File: config.mk
export PLATFORM = sky130hd
export DESIGN_NAME = ipv4_dotted_quad_parser_unit
export DESIGN_NICKNAME = d
export VERILOG_FILES = /design/src/sv/ipv4dq_pkg.sv /design/src/sv/ipv4_dotted_quad_parser_unit.sv /design/src/sv/ipv4dq_in_stage.sv /design/src/sv/ipv4dq_parse.sv /design/src/sv/ipv4dq_out_stage.sv
export SDC_FILE = /design/constraint.sdc
export NUM_CORES = 1
export LEC_CHECK = 0
export BUFFER_PORTS_ARGS = -buffer_cell sky130_fd_sc_hd__buf_2
export CAP_MARGIN = 20
export CORE_MARGIN = 5
export CORE_UTILIZATION = 53
export DETAILED_ROUTE_END_ITERATION = 7
export PLACE_DENSITY = 0.73
export SLEW_MARGIN = 20
export SYNTH_ARGS = -nofsm -noshare
export SYNTH_HDL_FRONTEND = slang
export SYNTH_SLANG_ARGS = --single-unit
File: constraint.sdc
create_clock -name i_clk -period 3.9 [get_ports i_clk]
set_input_delay 0.975 -clock i_clk [delete_from_list [all_inputs] [get_ports i_clk]]
set_output_delay 0.975 -clock i_clk [all_outputs]
set_load 0.05 [all_outputs]
File: src/sv/ipv4dq_pkg.sv
// Package for the dotted-quad IPv4 parser: transaction types, character
// codes and the octet merge helper. No dependencies.
package ipv4dq_pkg;

    localparam logic [7:0]  CH_ZERO     = 8'h30;  // '0'
    localparam logic [7:0]  CH_NINE     = 8'h39;  // '9'
    localparam logic [7:0]  CH_DOT      = 8'h2E;  // '.'
    localparam logic [31:0] ADDR_ONES   = 32'hFFFF_FFFF;
    localparam logic [9:0]  OCTET_MAX   = 10'd255;
    localparam logic [1:0]  LAST_OCTET  = 2'd3;
    localparam logic [1:0]  MAX_DIGITS  = 2'd3;

    typedef struct packed {
        logic [7:0] character;
        logic       first;
    } t_item;

    typedef struct packed {
        logic [31:0] address;
        logic        failed;
    } t_result;

    typedef struct packed {
        logic active;   // parse running before this transaction
        logic emit;     // this transaction ends the parse
    } t_parse_stat;

    // AND the finished octet into its byte lane; other lanes untouched.
    function automatic logic [31:0] merge_octet(input logic [31:0] addr,
                                                input logic [1:0]  idx,
                                                input logic [7:0]  octet);
        logic [31:0] lane;
        lane = ADDR_ONES;
        case (idx)
            2'd0:    lane[7:0]   = octet;
            2'd1:    lane[15:8]  = octet;
            2'd2:    lane[23:16] = octet;
            default: lane[31:24] = octet;
        endcase
        return addr & lane;
    endfunction

endpackage

File: src/sv/ipv4_dotted_quad_parser_unit.sv
// Top level of the streaming dotted-quad IPv4 parser.
// Depends on ipv4dq_pkg, ipv4dq_in_stage, ipv4dq_parse, ipv4dq_out_stage.
//
// Feed the characters of an address string one per transaction, with
// i_in_first set on the first character of each string; that character
// restarts the parse and is itself parsed. Each octet takes one to three
// decimal digits and must not exceed 255; after octets 0 to 2 the first
// non-digit must be '.', after octet 3 any non-digit (a NUL, say) ends the
// string. When the parse ends, one result transaction is sent: the address
// with octet 0 in bits 7:0 and unfilled lanes all ones, and o_out_failed set
// on a syntax or range error (the failing octet is not merged). Characters
// after that are dropped until the next flagged first. A string that never
// terminates gives no result. Throughput is one character per clock but for
// the stall named below; a character passes through the input register,
// then through the parse step (a x10 shift-add, a compare against 255 and a
// byte-lane merge) into the result register. The only loop is the parse
// state feeding back on itself each character. The input stalls only while
// a finished result is held and the receiver stalls.
module ipv4_dotted_quad_parser_unit (
    input  logic        i_clk,
    input  logic        i_rst_n,
    input  logic        i_in_valid,
    output logic        o_in_stall,
    input  logic [7:0]  i_in_character,
    input  logic        i_in_first,
    output logic        o_out_valid,
    input  logic        i_out_stall,
    output logic [31:0] o_out_address,
    output logic        o_out_failed
);
    import ipv4dq_pkg::*;

    t_item       w_in_item;
    t_item       w_item;
    logic        w_item_valid;
    logic        w_can_load;
    logic        w_fire;
    t_result     w_result;
    t_result     w_out_result;
    t_parse_stat w_stat;

    assign w_in_item.character = i_in_character;
    assign w_in_item.first     = i_in_first;

    // The parse step runs whenever a character is held and the result
    // register can absorb a possible result this cycle.
    assign w_fire = w_item_valid && w_can_load;

    ipv4dq_in_stage u_in (
        .i_clk   (i_clk),
        .i_rst_n (i_rst_n),
        .i_valid (i_in_valid),
        .o_stall (o_in_stall),
        .i_item  (w_in_item),
        .i_take  (w_fire),
        .o_valid (w_item_valid),
        .o_item  (w_item)
    );

    ipv4dq_parse u_parse (
        .i_clk    (i_clk),
        .i_rst_n  (i_rst_n),
        .i_fire   (w_fire),
        .i_item   (w_item),
        .o_result (w_result),
        .o_stat   (w_stat)
    );

    ipv4dq_out_stage u_out (
        .i_clk      (i_clk),
        .i_rst_n    (i_rst_n),
        .i_load     (w_fire && w_stat.emit),
        .i_result   (w_result),
        .o_can_load (w_can_load),
        .o_valid    (o_out_valid),
        .i_stall    (i_out_stall),
        .o_result   (w_out_result)
    );

    assign o_out_address = w_out_result.address;
    assign o_out_failed  = w_out_result.failed;

    // A result from the parse step always lands in the result register.
    a_emit_lands: assert property (@(posedge i_clk) disable iff (!i_rst_n)
        (w_fire && w_stat.emit) |=> o_out_valid)
        else $error("parse result not captured");

    // Idle and not a first character: nothing may be emitted.
    a_idle_silent: assert property (@(posedge i_clk) disable iff (!i_rst_n)
        (w_fire && !w_item.first && !w_stat.active) |-> !w_stat.emit)
        else $error("result emitted while idle");

    // A held character that cannot advance is not lost.
    a_item_held: assert property (@(posedge i_clk) disable iff (!i_rst_n)
        (w_item_valid && !w_can_load) |=> (w_item_valid && $stable(w_item)))
        else $error("held character dropped or changed");

    // Result register only goes valid through a parse step that emits.
    a_no_phantom: assert property (@(posedge i_clk) disable iff (!i_rst_n)
        (!o_out_valid && !(w_fire && w_stat.emit)) |=> !o_out_valid)
        else $error("result appeared without a parse step");

endmodule

File: src/sv/ipv4dq_in_stage.sv
// Input register of the dotted-quad parser. Holds one character
// transaction until the parse stage takes it. Uses ipv4dq_pkg.
module ipv4dq_in_stage (
    input  logic               i_clk,
    input  logic               i_rst_n,
    input  logic               i_valid,
    output logic               o_stall,
    input  ipv4dq_pkg::t_item  i_item,
    input  logic               i_take,      // parse stage consumes the held item
    output logic               o_valid,
    output ipv4dq_pkg::t_item  o_item
);
    import ipv4dq_pkg::*;

    logic  r_valid;
    logic  n_valid;
    t_item r_item;
    logic  w_accept;

    assign o_stall  = r_valid && !i_take;
    assign w_accept = i_valid && !o_stall;

    always_comb begin
        n_valid = r_valid;
        if (w_accept) begin
            n_valid = 1'b1;
        end else if (i_take) begin
            n_valid = 1'b0;
        end
    end

    always_ff @(posedge i_clk) begin
        if (!i_rst_n) begin
            r_valid <= 1'b0;
        end else begin
            r_valid <= n_valid;
        end
    end

    always_ff @(posedge i_clk) begin
        if (w_accept) begin
            r_item <= i_item;
        end
    end

    assign o_valid = r_valid;
    assign o_item  = r_item;

endmodule

File: src/sv/ipv4dq_parse.sv
// Parse stage of the dotted-quad parser: octet index, digit count,
// decimal accumulator and address under construction. Uses ipv4dq_pkg.
module ipv4dq_parse (
    input  logic                    i_clk,
    input  logic                    i_rst_n,
    input  logic                    i_fire,
    input  ipv4dq_pkg::t_item       i_item,
    output ipv4dq_pkg::t_result     o_result,
    output ipv4dq_pkg::t_parse_stat o_stat
);
    import ipv4dq_pkg::*;

    logic [1:0]  r_idx, n_idx;
    logic [1:0]  r_cnt, n_cnt;
    logic [9:0]  r_acc, n_acc;
    logic [31:0] r_addr, n_addr;
    logic        r_active, n_active;

    logic [1:0]  w_idx, w_cnt;
    logic [9:0]  w_acc;
    logic [31:0] w_addr;
    logic        w_act;
    logic        w_digit;
    logic [13:0] w_acc10;
    logic        w_emit, w_fail;

    // Restart on a flagged first character, then step.
    always_comb begin
        w_idx  = r_idx;
        w_cnt  = r_cnt;
        w_acc  = r_acc;
        w_addr = r_addr;
        w_act  = r_active;
        if (i_item.first) begin
            w_idx  = '0;
            w_cnt  = '0;
            w_acc  = '0;
            w_addr = ADDR_ONES;
            w_act  = 1'b1;
        end
    end

    assign w_digit = (i_item.character >= CH_ZERO) && (i_item.character <= CH_NINE);
    // acc * 10 as shift-add, plus the digit value
    assign w_acc10 = {1'b0, w_acc, 3'b000} + {3'b000, w_acc, 1'b0}
                   + {10'd0, i_item.character[3:0]};

    always_comb begin
        n_idx    = w_idx;
        n_cnt    = w_cnt;
        n_acc    = w_acc;
        n_addr   = w_addr;
        n_active = w_act;
        w_emit   = 1'b0;
        w_fail   = 1'b0;
        if (w_act) begin
            if (w_digit) begin
                if (w_cnt >= MAX_DIGITS) begin
                    w_emit = 1'b1;
                    w_fail = 1'b1;
                end else begin
                    n_acc = w_acc10[9:0];
                    n_cnt = w_cnt + 2'd1;
                end
            end else if (w_cnt == 2'd0 || w_acc > OCTET_MAX ||
                         (w_idx != LAST_OCTET && i_item.character != CH_DOT)) begin
                w_emit = 1'b1;
                w_fail = 1'b1;
            end else begin
                n_addr = merge_octet(w_addr, w_idx, w_acc[7:0]);
                if (w_idx == LAST_OCTET) begin
                    w_emit = 1'b1;
                end else begin
                    n_idx = w_idx + 2'd1;
                    n_cnt = '0;
                    n_acc = '0;
                end
            end
            if (w_emit) begin
                n_active = 1'b0;
            end
        end
    end

    always_ff @(posedge i_clk) begin
        if (!i_rst_n) begin
            r_active <= 1'b0;
            r_idx    <= '0;
            r_cnt    <= '0;
            r_acc    <= '0;
            r_addr   <= ADDR_ONES;
        end else if (i_fire) begin
            r_active <= n_active;
            r_idx    <= n_idx;
            r_cnt    <= n_cnt;
            r_acc    <= n_acc;
            r_addr   <= n_addr;
        end
    end

    // Failures report the address before the failing octet; success after merge.
    assign o_result.address = n_addr;
    assign o_result.failed  = w_fail;
    assign o_stat.active    = r_active;
    assign o_stat.emit      = w_emit;

endmodule

File: src/sv/ipv4dq_out_stage.sv
// Result register of the dotted-quad parser. Holds one result transaction
// until the receiver takes it. Uses ipv4dq_pkg.
module ipv4dq_out_stage (
    input  logic                i_clk,
    input  logic                i_rst_n,
    input  logic                i_load,
    input  ipv4dq_pkg::t_result i_result,
    output logic                o_can_load,
    output logic                o_valid,
    input  logic                i_stall,
    output ipv4dq_pkg::t_result o_result
);
    import ipv4dq_pkg::*;

    logic    r_valid;
    logic    n_valid;
    t_result r_result;

    assign o_can_load = !r_valid || !i_stall;

    always_comb begin
        n_valid = r_valid;
        if (i_load) begin
            n_valid = 1'b1;
        end else if (!i_stall) begin
            n_valid = 1'b0;
        end
    end

    always_ff @(posedge i_clk) begin
        if (!i_rst_n) begin
            r_valid <= 1'b0;
        end else begin
            r_valid <= n_valid;
        end
    end

    always_ff @(posedge i_clk) begin
        if (i_load) begin
            r_result <= i_result;
        end
    end

    assign o_valid  = r_valid;
    assign o_result = r_result;

endmodule

==> reports/metrics.cfg <==
[run_status]
outcome=completed

[final_layout]
areaGrowthSynthToFinish_pct=13.1
finish.utilization=0.610
nets=442
final_cell_count_no_fill=522
drive_above_1_share=0.195
num_antenna_cells=0

[power_and_ir_drop]
totalPowerFinal_mw=1.71
p_seq_frac=0.592
switching_power_uw=433
vdd_drop_max_uv=239
p_leak_nw=1.52
cellPowerDensity_mw_per_mm2=366
power.internal_mw=1.27
switching_share=0.254
p_comb_frac=0.044
p_clk_frac=0.364

[clock_network]
cts_tree=yes
postCtsSetupBuffers=0
cts_resized=0
clk_pin_slew_ps=90
clock-sinks=91
clk_latency_ps=370
cts_buffers=9
clock-root-buffer=clkbuf_8
htree_levels=3
clock_path_buffers=2
postCtsHoldBufs=0

[critical_path]
rrSetupSlack_ps=1020
worst-setup-path-type=register to register
required_ps=4150
cp_max_fo=11
cp.arrival_ps=3130
crit_start=u_in.o_item[0]$_DFFE_PP_
end_kind=register
r2r-start=u_in.o_item[0]$_DFFE_PP_
startpoint_type=register

[timing]
slew_violations=0
skew_ps=9.08
worst_slew_pin_slew_ps=839
rsz0062_at_grt=false
finalHoldViolCount=0
period_minus_slack_ps=2880
finalSetupViolCount=0
tns_ps=0
max-slew-margin-rel=0.437
fin_crit_sh=0.738
setup_slack_ps=1020
fmax_mhz=347

[grt]
overflow=0
grt_pass1_vias=3013
grt_pass1_wl_um=15200
grt_usage=0.195
antenna_found_initial=0
grt_max_degree=35

[placed_design]
hpwl_um=6250
io_buffers=47
place.gp.congestion=0.880
dp_cells=506
dp_slack_ps=953

[floorplanning]
core.rowCount=32
core_mm2=0.00765
die_h_um=98.3
fp.dieArea_mm2=0.00965
die_x_um=98.3
start_util=0.540
ios=48

[logic_synthesis]
syn_nets=399
synth_ff_type=dfxtp_1
netlist-cell-type-count=51
ys_seq_area_frac=0.543
async_reset_ff_frac=0
synth_area_per_cell_um2=11.1
synth_edf_count=42
ys_warn_count=0
syn-instance-count=372
synth_area_mm2=0.00413
synth_seq_cells=91

[detailed_routing]
wirelength_um=8980
ant_nets=0
vias_per_cell=6.03
wl_per_cell_um=17.2
drt_iter0_markers=238
vias=3147
dr.pass1.iters=4
drc=0

[worst_hold_path]
hp-start=u_parse.r_addr[7]$_SDFFE_PN1P_
hp-class=register to register

[flow_run]
max-cap-violations=0

## per-layer routing
metal  up-vias  part of all wire  global-route usage  routed length, µm
met5         -                 0                   0                  0
met1      1488              0.45               0.259               4040
met3        20             0.066              0.0436                592
li1       1525                 -                   -                  -
met4         0             0.026              0.0798                238
met2       114              0.46               0.309               4110
## per-stage QoR
step                      area, µm²  hold WS (ps)
after floorplan                4130           459
after global placement         4470           464
after detailed placement       4470           471
after CTS                      4670           493
after global routing           4670           506
final                          4670           492
## layout make-up
class                      count  area (µm²)
timing repair buffer          54         288
fill                         645        2980
tap                          102         128
sequential                    91        2240
clock inverter                 7        72.6
multi-input combinational    254        1790
clock buffer                   9         124
inverter                       5        18.8
## worst paths after layout
check,depth (start not counted),to
worst min-delay path,1,u_parse.r_addr[7]$_SDFFE_PN1P_
worst max register to register,11,u_parse.r_acc[8]$_SDFFE_PN0P_
worst min register to register,1,u_parse.r_addr[7]$_SDFFE_PN1P_
worst max-delay path,11,u_parse.r_acc[8]$_SDFFE_PN0P_
## synth_stat cells, drive strengths merged, types with 5 or more instances
master | count | share of area
nor2b | 13 | 0.020
nand2b | 5 | 0.0076
and3 | 8 | 0.012
xnor2 | 5 | 0.011
a31oi | 5 | 0.0076
o21ai | 23 | 0.029
ha | 13 | 0.039
nor2 | 16 | 0.015
a21oi | 16 | 0.019
dfxtp | 49 | 0.24
edfxtp | 42 | 0.31
nand2 | 24 | 0.022
o22a | 56 | 0.12
inv | 5 | 0.0045
clkbuf | 18 | 0.016
nand3 | 11 | 0.016
o22ai | 8 | 0.012
## sequential cells by signal, indices dropped and copies added, names as in the netlist
register          count
u_in.o_item           9
u_in.o_valid          1
u_out.o_result       33
u_out.o_valid         1
u_parse.r_acc        10
u_parse.r_active      1
u_parse.r_addr       32
u_parse.r_cnt         2
u_parse.r_idx         2
## power by group through the flow
| stage | Combinational (mW) | Sequential [mW] | Clock, mW |
|---|---|---|---|
| finish | 0.0750 | 1.01 | 0.621 |
| global route | 0.0826 | 1.01 | 0.678 |
| CTS | 0.0749 | 1.01 | 0.633 |
| detailed placement | 0.0747 | 1.03 | 0 |
| global placement | 0.0729 | 1.03 | 0 |
| floorplan | 0.0465 | 1.03 | 0 |
## critical path: stages (launching register included)
cell and delay [ps]:
edfxtp_1 560, buf_4 250, nor2b_1 310, ha_1 260, ha_1 200, inv_1 60
fa_1 410, nand2b_1 180, a21oi_1 190, o21a_1 150, o21ai_0 70, o311ai_0 110
## cell usage in the layout, fill, tap and decap left out, types with 13 or more instances in the layout
master,count
a21oi_1,15
buf_2,47
dfxtp_1,49
edfxtp_1,42
ha_1,13
nand2_1,24
nor2_1,16
nor2b_1,13
o21ai_0,20
o22a_1,56
## logic make-up after synthesis
logic type | Yosys count | synth area share
xor gates and xnor gates | 5 | 0.0106
muxes | 3 | 0.00728
adders and majority gates | 14 | 0.0443
buffers and inverters | 27 | 0.0249
AOI/OAI and AO/OA | 130 | 0.231
DFF | 91 | 0.543
and+or+nand+nor | 102 | 0.139
(Power assumes the default switching activity.)
